[src/design/cst_pkg.sv]
`default_nettype none

package cst_pkg;

  // Request codes carried in req_type
  typedef enum logic [2:0] {
    REQ_START   = 3'd0,
    REQ_END     = 3'd1,
    REQ_ADVANCE = 3'd2,
    REQ_BACK    = 3'd3,
    REQ_ADD     = 3'd4,
    REQ_REMOVE  = 3'd5
  } cst_op_t;

  // Sequencer states
  typedef enum logic [2:0] {
    ST_IDLE,
    ST_SHIFT_RD,
    ST_SHIFT_WR,
    ST_PUT,
    ST_LOOK,
    ST_RESP
  } cst_state_t;

  // One request
  typedef struct packed {
    logic        [2:0]  req_type;
    logic signed [31:0] entry_value;
  } cst_req_t;

  // One response
  typedef struct packed {
    logic               op_error;
    logic               has_current;
    logic signed [31:0] current_value;
    logic        [5:0]  item_count;
    logic        [5:0]  cursor_pos;
  } cst_rsp_t;

endpackage

`default_nettype wire

[src/design/cursor_sequence_table.sv]
`default_nettype none
// Channel | Direction | Handshake              | Payload
// req     | in        | req_valid / req_stall  | cst_req_t (req_type, entry_value)
// rsp     | out       | rsp_valid / rsp_stall  | cst_rsp_t (error, cursor, value, count)
//
// Cursor moves and refused requests pass through accept, a memory read at the
// cursor and the response load. Add and remove first run one shift per entry
// moved, if any (add then writes the new value); each shift is a registered read followed
// by the write of that data one slot over.
// Reset (synchronous) empties the list and parks the cursor at 0; the memory
// is not cleared. A stalled response holds; the next request is taken meanwhile.

module cursor_sequence_table
  import cst_pkg::*;
#(
  parameter int CAPACITY    = 32,
  parameter int VALUE_WIDTH = 32
) (
  input  wire logic     clk,
  input  wire logic     rst,
  input  wire logic     req_valid,
  output      logic     req_stall,
  input  wire cst_req_t req,
  output      logic     rsp_valid,
  input  wire logic     rsp_stall,
  output      cst_rsp_t rsp
);

  localparam int AW = (CAPACITY > 1) ? $clog2(CAPACITY) : 1;
  localparam int CW = $clog2(CAPACITY + 1);

  logic                   mem_we;
  logic [AW-1:0]          mem_waddr;
  logic [VALUE_WIDTH-1:0] mem_wdata;
  logic                   mem_re;
  logic [AW-1:0]          mem_raddr;
  logic [VALUE_WIDTH-1:0] mem_rdata;

  // sequencer: cursor, count, shift passes and response
  cst_ctrl #(
    .CAPACITY    (CAPACITY),
    .VALUE_WIDTH (VALUE_WIDTH),
    .AW          (AW),
    .CW          (CW)
  ) u_ctrl (
    .clk       (clk),
    .rst       (rst),
    .req_valid (req_valid),
    .req_stall (req_stall),
    .req       (req),
    .rsp_valid (rsp_valid),
    .rsp_stall (rsp_stall),
    .rsp       (rsp),
    .mem_we    (mem_we),
    .mem_waddr (mem_waddr),
    .mem_wdata (mem_wdata),
    .mem_re    (mem_re),
    .mem_raddr (mem_raddr),
    .mem_rdata (mem_rdata)
  );

  // list storage
  cst_store #(
    .DEPTH (CAPACITY),
    .AW    (AW),
    .DW    (VALUE_WIDTH)
  ) u_store (
    .clk   (clk),
    .we    (mem_we),
    .waddr (mem_waddr),
    .wdata (mem_wdata),
    .re    (mem_re),
    .raddr (mem_raddr),
    .rdata (mem_rdata)
  );

endmodule

`default_nettype wire

[src/design/cst_store.sv]
`default_nettype none

module cst_store #(
  parameter int DEPTH = 32,
  parameter int AW    = 5,
  parameter int DW    = 32
) (
  input  wire logic          clk,
  input  wire logic          we,
  input  wire logic [AW-1:0] waddr,
  input  wire logic [DW-1:0] wdata,
  input  wire logic          re,
  input  wire logic [AW-1:0] raddr,
  output      logic [DW-1:0] rdata
);

  logic [DW-1:0] mem [DEPTH];

  // one write port, one registered read port
  always_ff @(posedge clk) begin
    if (we) begin
      mem[waddr] <= wdata;
    end
    if (re) begin
      rdata <= mem[raddr];
    end
  end

endmodule

`default_nettype wire

[src/design/cst_ctrl.sv]
`default_nettype none

module cst_ctrl
  import cst_pkg::*;
#(
  parameter int CAPACITY    = 32,
  parameter int VALUE_WIDTH = 32,
  parameter int AW          = 5,
  parameter int CW          = 6
) (
  input  wire logic                   clk,
  input  wire logic                   rst,
  input  wire logic                   req_valid,
  output      logic                   req_stall,
  input  wire cst_req_t               req,
  output      logic                   rsp_valid,
  input  wire logic                   rsp_stall,
  output      cst_rsp_t               rsp,
  output      logic                   mem_we,
  output      logic [AW-1:0]          mem_waddr,
  output      logic [VALUE_WIDTH-1:0] mem_wdata,
  output      logic                   mem_re,
  output      logic [AW-1:0]          mem_raddr,
  input  wire logic [VALUE_WIDTH-1:0] mem_rdata
);

  localparam logic [CW-1:0] CAP = CW'(CAPACITY);
  localparam logic [CW-1:0] ONE = CW'(1);

  cst_state_t state, state_next;

  logic [CW-1:0]          count, count_next;
  logic [CW-1:0]          cursor, cursor_next;
  logic [CW-1:0]          scan, scan_next;
  logic [CW-1:0]          slot, slot_next;
  logic                   shift_up, shift_up_next;
  logic                   err, err_next;
  logic [VALUE_WIDTH-1:0] val;

  logic                   accept;
  logic                   live;
  logic                   add_ok, add_shift, rem_ok, rem_shift;
  logic [CW-1:0]          add_slot;
  logic                   rsp_load;
  logic signed [VALUE_WIDTH-1:0] rd_s;

  assign accept = req_valid && !req_stall;
  assign live   = cursor < count;

  // add / remove preconditions and whether a shift pass is needed
  always_comb begin
    add_ok    = count < CAP;
    add_slot  = live ? (cursor + ONE) : '0;
    add_shift = count > add_slot;
    rem_ok    = live;
    rem_shift = (cursor + ONE) < count;
  end

  // next state
  always_comb begin
    state_next = state;
    case (state)
      ST_IDLE: begin
        if (accept) begin
          state_next = ST_LOOK;
          case (req.req_type)
            REQ_ADD: begin
              if (add_ok) begin
                state_next = add_shift ? ST_SHIFT_RD : ST_PUT;
              end
            end
            REQ_REMOVE: begin
              if (rem_ok && rem_shift) begin
                state_next = ST_SHIFT_RD;
              end
            end
            default: state_next = ST_LOOK;
          endcase
        end
      end
      ST_SHIFT_RD: state_next = ST_SHIFT_WR;
      ST_SHIFT_WR: begin
        if (shift_up) begin
          state_next = ((scan - ONE) > slot) ? ST_SHIFT_RD : ST_PUT;
        end else begin
          state_next = ((scan + ONE) < count) ? ST_SHIFT_RD : ST_LOOK;
        end
      end
      ST_PUT:  state_next = ST_LOOK;
      ST_LOOK: state_next = ST_RESP;
      ST_RESP: state_next = rsp_load ? ST_IDLE : ST_RESP;
      default: state_next = ST_IDLE;
    endcase
  end

  // outputs: handshake and memory port control
  always_comb begin
    req_stall = (state != ST_IDLE);
    rsp_load  = (state == ST_RESP) && (!rsp_valid || !rsp_stall);
    mem_we    = 1'b0;
    mem_waddr = AW'(scan);
    mem_wdata = mem_rdata;
    mem_re    = 1'b0;
    mem_raddr = AW'(cursor);
    case (state)
      ST_SHIFT_RD: begin
        mem_re    = 1'b1;
        mem_raddr = shift_up ? AW'(scan - ONE) : AW'(scan);
      end
      ST_SHIFT_WR: begin
        mem_we    = 1'b1;
        mem_waddr = shift_up ? AW'(scan) : AW'(scan - ONE);
      end
      ST_PUT: begin
        mem_we    = 1'b1;
        mem_waddr = AW'(slot);
        mem_wdata = val;
      end
      ST_LOOK: begin
        mem_re = 1'b1;
      end
      default: mem_re = 1'b0;
    endcase
  end

  // list bookkeeping: count, cursor and shift pointers
  always_comb begin
    count_next    = count;
    cursor_next   = cursor;
    scan_next     = scan;
    slot_next     = slot;
    shift_up_next = shift_up;
    err_next      = err;
    case (state)
      ST_IDLE: begin
        if (accept) begin
          err_next = 1'b0;
          case (req.req_type)
            REQ_START: cursor_next = '0;
            REQ_END:   cursor_next = (count != '0) ? (count - ONE) : '0;
            REQ_ADVANCE: begin
              if (live) cursor_next = cursor + ONE;
              else      err_next    = 1'b1;
            end
            REQ_BACK: begin
              if (!live)               err_next    = 1'b1;
              else if (cursor == '0)   cursor_next = count;
              else                     cursor_next = cursor - ONE;
            end
            REQ_ADD: begin
              if (!add_ok) begin
                err_next = 1'b1;
              end else begin
                slot_next     = add_slot;
                scan_next     = count;
                shift_up_next = 1'b1;
              end
            end
            REQ_REMOVE: begin
              if (!rem_ok) begin
                err_next = 1'b1;
              end else begin
                scan_next     = cursor + ONE;
                shift_up_next = 1'b0;
                if (!rem_shift) count_next = count - ONE;
              end
            end
            default: err_next = 1'b1;
          endcase
        end
      end
      ST_SHIFT_WR: begin
        if (shift_up) begin
          scan_next = scan - ONE;
        end else begin
          scan_next = scan + ONE;
          if ((scan + ONE) >= count) count_next = count - ONE;
        end
      end
      ST_PUT: begin
        cursor_next = slot;
        count_next  = count + ONE;
      end
      default: err_next = err;
    endcase
  end

  always_ff @(posedge clk) begin
    if (rst) begin
      state    <= ST_IDLE;
      count    <= '0;
      cursor   <= '0;
      scan     <= '0;
      slot     <= '0;
      shift_up <= 1'b0;
      err      <= 1'b0;
    end else begin
      state    <= state_next;
      count    <= count_next;
      cursor   <= cursor_next;
      scan     <= scan_next;
      slot     <= slot_next;
      shift_up <= shift_up_next;
      err      <= err_next;
    end
  end

  // value to insert, held for the write
  always_ff @(posedge clk) begin
    if (accept) begin
      val <= VALUE_WIDTH'(req.entry_value);
    end
  end

  // response register; frees the request side while a response waits
  assign rd_s = mem_rdata;

  always_ff @(posedge clk) begin
    if (rst) begin
      rsp_valid <= 1'b0;
    end else if (rsp_load) begin
      rsp_valid <= 1'b1;
    end else if (!rsp_stall) begin
      rsp_valid <= 1'b0;
    end
  end

  always_ff @(posedge clk) begin
    if (rsp_load) begin
      rsp.op_error      <= err;
      rsp.has_current   <= live;
      rsp.current_value <= live ? 32'(rd_s) : '0;
      rsp.item_count    <= 6'(count);
      rsp.cursor_pos    <= 6'(cursor);
    end
  end

endmodule

`default_nettype wire
[config.mk]
export PLATFORM = sky130hd
export DESIGN_NAME = cursor_sequence_table
export DESIGN_NICKNAME = d
export VERILOG_FILES = /design/src/design/cst_pkg.sv /design/src/design/cursor_sequence_table.sv /design/src/design/cst_store.sv /design/src/design/cst_ctrl.sv
export SDC_FILE = /design/constraint.sdc
export NUM_CORES = 2
export LEC_CHECK = 0
export BUFFER_PORTS_ARGS = -buffer_cell sky130_fd_sc_hd__buf_2
export CORE_UTILIZATION = 39
export CTS_BUF_LIST = sky130_fd_sc_hd__clkbuf_8 sky130_fd_sc_hd__clkbuf_16
export DETAILED_ROUTE_END_ITERATION = 8
export MAX_ROUTING_LAYER = met4
export PLACE_DENSITY = 0.65
export SLEW_MARGIN = 10
export SYNTH_ARGS = -nofsm -noshare
export SYNTH_HDL_FRONTEND = slang
export SYNTH_SLANG_ARGS = --single-unit
[constraint.sdc]
create_clock -name clk -period 7.2 [get_ports clk]
set_clock_uncertainty 0.15 [all_clocks]
set_input_delay 1.44 -clock clk [delete_from_list [all_inputs] [get_ports clk]]
set_output_delay 1.44 -clock clk [all_outputs]
set_load 0.01 [all_outputs]
==> reports/results.txt <==
outcome - finished, final reports clean
Max Root-Sink Buffers - 3
Final #Nets - 3197
setup violators final - 0
initial core utilization - 0.394
Detailed Routing Iterations Pass 1 - 6
maxcap violations - 0
initial DRC count - 2727
slowest stage delay, CP - 0.96 ns
Die Wd - 354 um
Setup crit start kind - register
Setup TNS Final - 0 ns
global-route wire length before repair - 171 mm
num rows - 128
most used cell, CP - a211oi_1
clock-pin transition on the worst setup and hold timing paths - 0.06 ns
share of the synthesized area in the top cell type - 0.707
area leader, netlist - edfxtp_1
DP HPWL - 62.3 mm
synth unique cells - 67
Max Fclk - 206 MHz
ys flop type - edfxtp_1
worst hold start - u_ctrl.err
Power Density - 385 nW/um^2
via count - 26900
Relative slew margins - 0.196
P&R area growth vs syn - 12.7%
Clock power frac - 0.287
async set-reset flop share out of synthesis - 0
CTS tree - yes
Worst EP arrival - 5.13 ns
# Post-CTS Setup Buffers - 0
Num CTS Buffers - 113
initial antenna violation count - 2
critical path class - reg -> reg
Die ar. - 125000 sq um
Int Power - 14200 uW
combinational share of power - 0.280
reg2reg start - u_ctrl.state[0]
Final period util - 0.675
vias in the first global route - 25400
Skew-Pair Late Insertion Delay - 0.70 ns
post-synthesis cell count - 3058
Worst Setup End Kind - register
Hold Violations, Final - 0
Cell Chain, Critical Path - nor3b_4, mux2i_4, buf_12, nor2b_1, a211oi_1, a211oi_1, a211oi_1, nor3b_1
Avg Cell Area, Syn - 15.8 sq um
number of synthesized flops with an enable pin - 1134
sequential share of the synthesized area - 0.719
largest net degree at the start of global routing - 144
CTS Hold Bufs - 0
worst-margin pin slew - 1.20 ns
final WL - 117 mm
Slew Viols, Final - 0
Area contributors post-synth - edfxtp_1, mux2i_1, a211oi_1, nor2b_1, nand2_1
GRT overflow - 0
sequential share of power - 0.433
switching share of power - 0.323
# port buffers - 86
crit path time final - 4.86 ns
Die Y - 354 um
Vias per Instance - 5.55
CP max stage cell - mux2i_4
Final ANT Viol Nets - 0
Leakage - 0.0198 uW
Post-Layout Cell Count - 4845
# DRC - 0
count leader, synth - edfxtp_1
R2R cell count - 8
Min-Delay Path Depth - 0
Net Switching - 6760 uW
Core Footprint - 122000 sq um
final worst setup slack - 2.34 ns
Sink Count - 1164
Tot Pwr - 20900 uW
pre-CTS setup slack - 2.40 ns
IO Count - 87
VDD IR-drop max - 401 uV
mapped cell area - 48200 sq um
hold endpoint - u_ctrl.rsp[45]
Hold Crit Class - reg -> reg
Syn. warnings - 0
Placed Instances - 4630
R2R Setup Slk - 2.34 ns
Crit Path Max Fanout - 131
GR Util All Layers - 0.189
Root Driver - clkbuf_16
H-Tree Depth - 3
Critical Path RT - 7.47 ns
share of cells above drive strength 1 - 0.130
FF-to-FF End - u_store.rdata[16]
syn nets - 3135
RSZ-0062 raised after global routing - false
commonest cells in the netlist - edfxtp_1, mux2i_1, a211oi_1
Post-CTS Resized - 0
Routed WL per cell - 24.2 um
synthesized flop and latch total - 1164
routability cong. - 0.856
## sequential cells by signal (all words and copies together) (netlist names)
| signal | cells |
|---|---|
| u_store.rdata | 32 |
| u_ctrl.shift_up | 1 |
| u_ctrl.state | 3 |
| u_ctrl.cursor | 6 |
| u_ctrl.slot | 6 |
| u_ctrl.rsp_valid | 1 |
| u_ctrl.val | 32 |
| u_ctrl.scan | 6 |
| u_store.mem | 1024 |
| u_ctrl.err | 1 |
| u_ctrl.rsp | 46 |
| u_ctrl.count | 6 |
## layout by cell type, fill, tap and decap left out, types with 30 or more instances in the layout
| cell type | instances |
|---|---|
| clkbuf_16 | 115 |
| inv_1 | 48 |
| buf_2 | 86 |
| nor2_4 | 35 |
| edfxtp_1 | 1134 |
| a211oi_1 | 262 |
| dfxtp_1 | 30 |
| buf_4 | 45 |
| and2_1 | 37 |
| nor2_1 | 59 |
| ha_1 | 38 |
| a21oi_1 | 99 |
| mux2i_1 | 426 |
| a32oi_1 | 33 |
| nor3b_1 | 31 |
| mux2_2 | 53 |
| o211ai_1 | 68 |
| nor2b_1 | 138 |
| nand2_1 | 218 |
## logic make-up (layout without fill, tap and decap cells)
kind of cell	count (synthesis)	in the layout	share of synthesized area
flops	1164	1164	0.719
xor+xnor	27	27	0.00491
compound gates	541	541	0.0802
mux	490	490	0.103
other cells	0	3	0
fa+ha+maj	38	38	0.00987
simple gates	571	571	0.0584
buf+inv	227	386	0.0242
## power by group through the flow
stage	clock [uW]	sequential (uW)	combinational [uW]
5_1_grt	6320	9090	6380
6_report	6000	9070	5860
3_3_place_gp	0	9200	5740
2_1_floorplan	0	9000	4270
3_5_place_dp	0	9200	5850
4_1_cts	6080	9060	5870
## worst max-delay path: cells and delay by family, from the launching register on
family / cells / cell delay, ns
simple gates: 3 / 0.96
mux: 1 / 0.96
compound gates: 3 / 0.90
flops: 1 / 0.84
buf+inv: 1 / 0.55
## area by class of cell
cell class	instances	area (sq um)
clock buffer	116	2890
inverter	30	113
tap	1625	2030
clock inverter	96	887
multi-input combinational	1667	12700
antenna	3	7.51
sequential	1164	34700
fill	10600	67900
timing repair buffer	144	1030
## metal layers
metal  track usage  vias up  part of all wire
li1              -    12100                 -
met1         0.266    13600              0.44
met2         0.285     1036              0.46
met3        0.0337      195             0.078
met4        0.0473        0             0.022
met5             -        -                 0
## worst max path at each step
stage,startpoint,endpoint,cells past startpoint
4_1_cts,u_ctrl.state[0],u_store.rdata[16],8
2_1_floorplan,rsp_stall,u_ctrl.rsp[0],1
5_1_grt,u_ctrl.state[0],u_store.rdata[16],8
3_5_place_dp,u_ctrl.state[0],u_store.rdata[16],8
3_3_place_gp,u_ctrl.state[0],u_store.rdata[16],8
6_report,u_ctrl.state[0],u_store.rdata[16],8
## through the flow
stage / hold WS, ns / instance area, sq um / util
final: 0.286 / 54300 / 0.444
after global routing: 0.303 / 54300 / 0.444
after CTS: 0.287 / 54300 / 0.444
after detailed placement: 0.272 / 50500 / 0.413
after global placement: 0.265 / 50500 / 0.413
after floorplan: 0.259 / 48200 / -
Note: power is estimated with default switching activity, not from simulation.
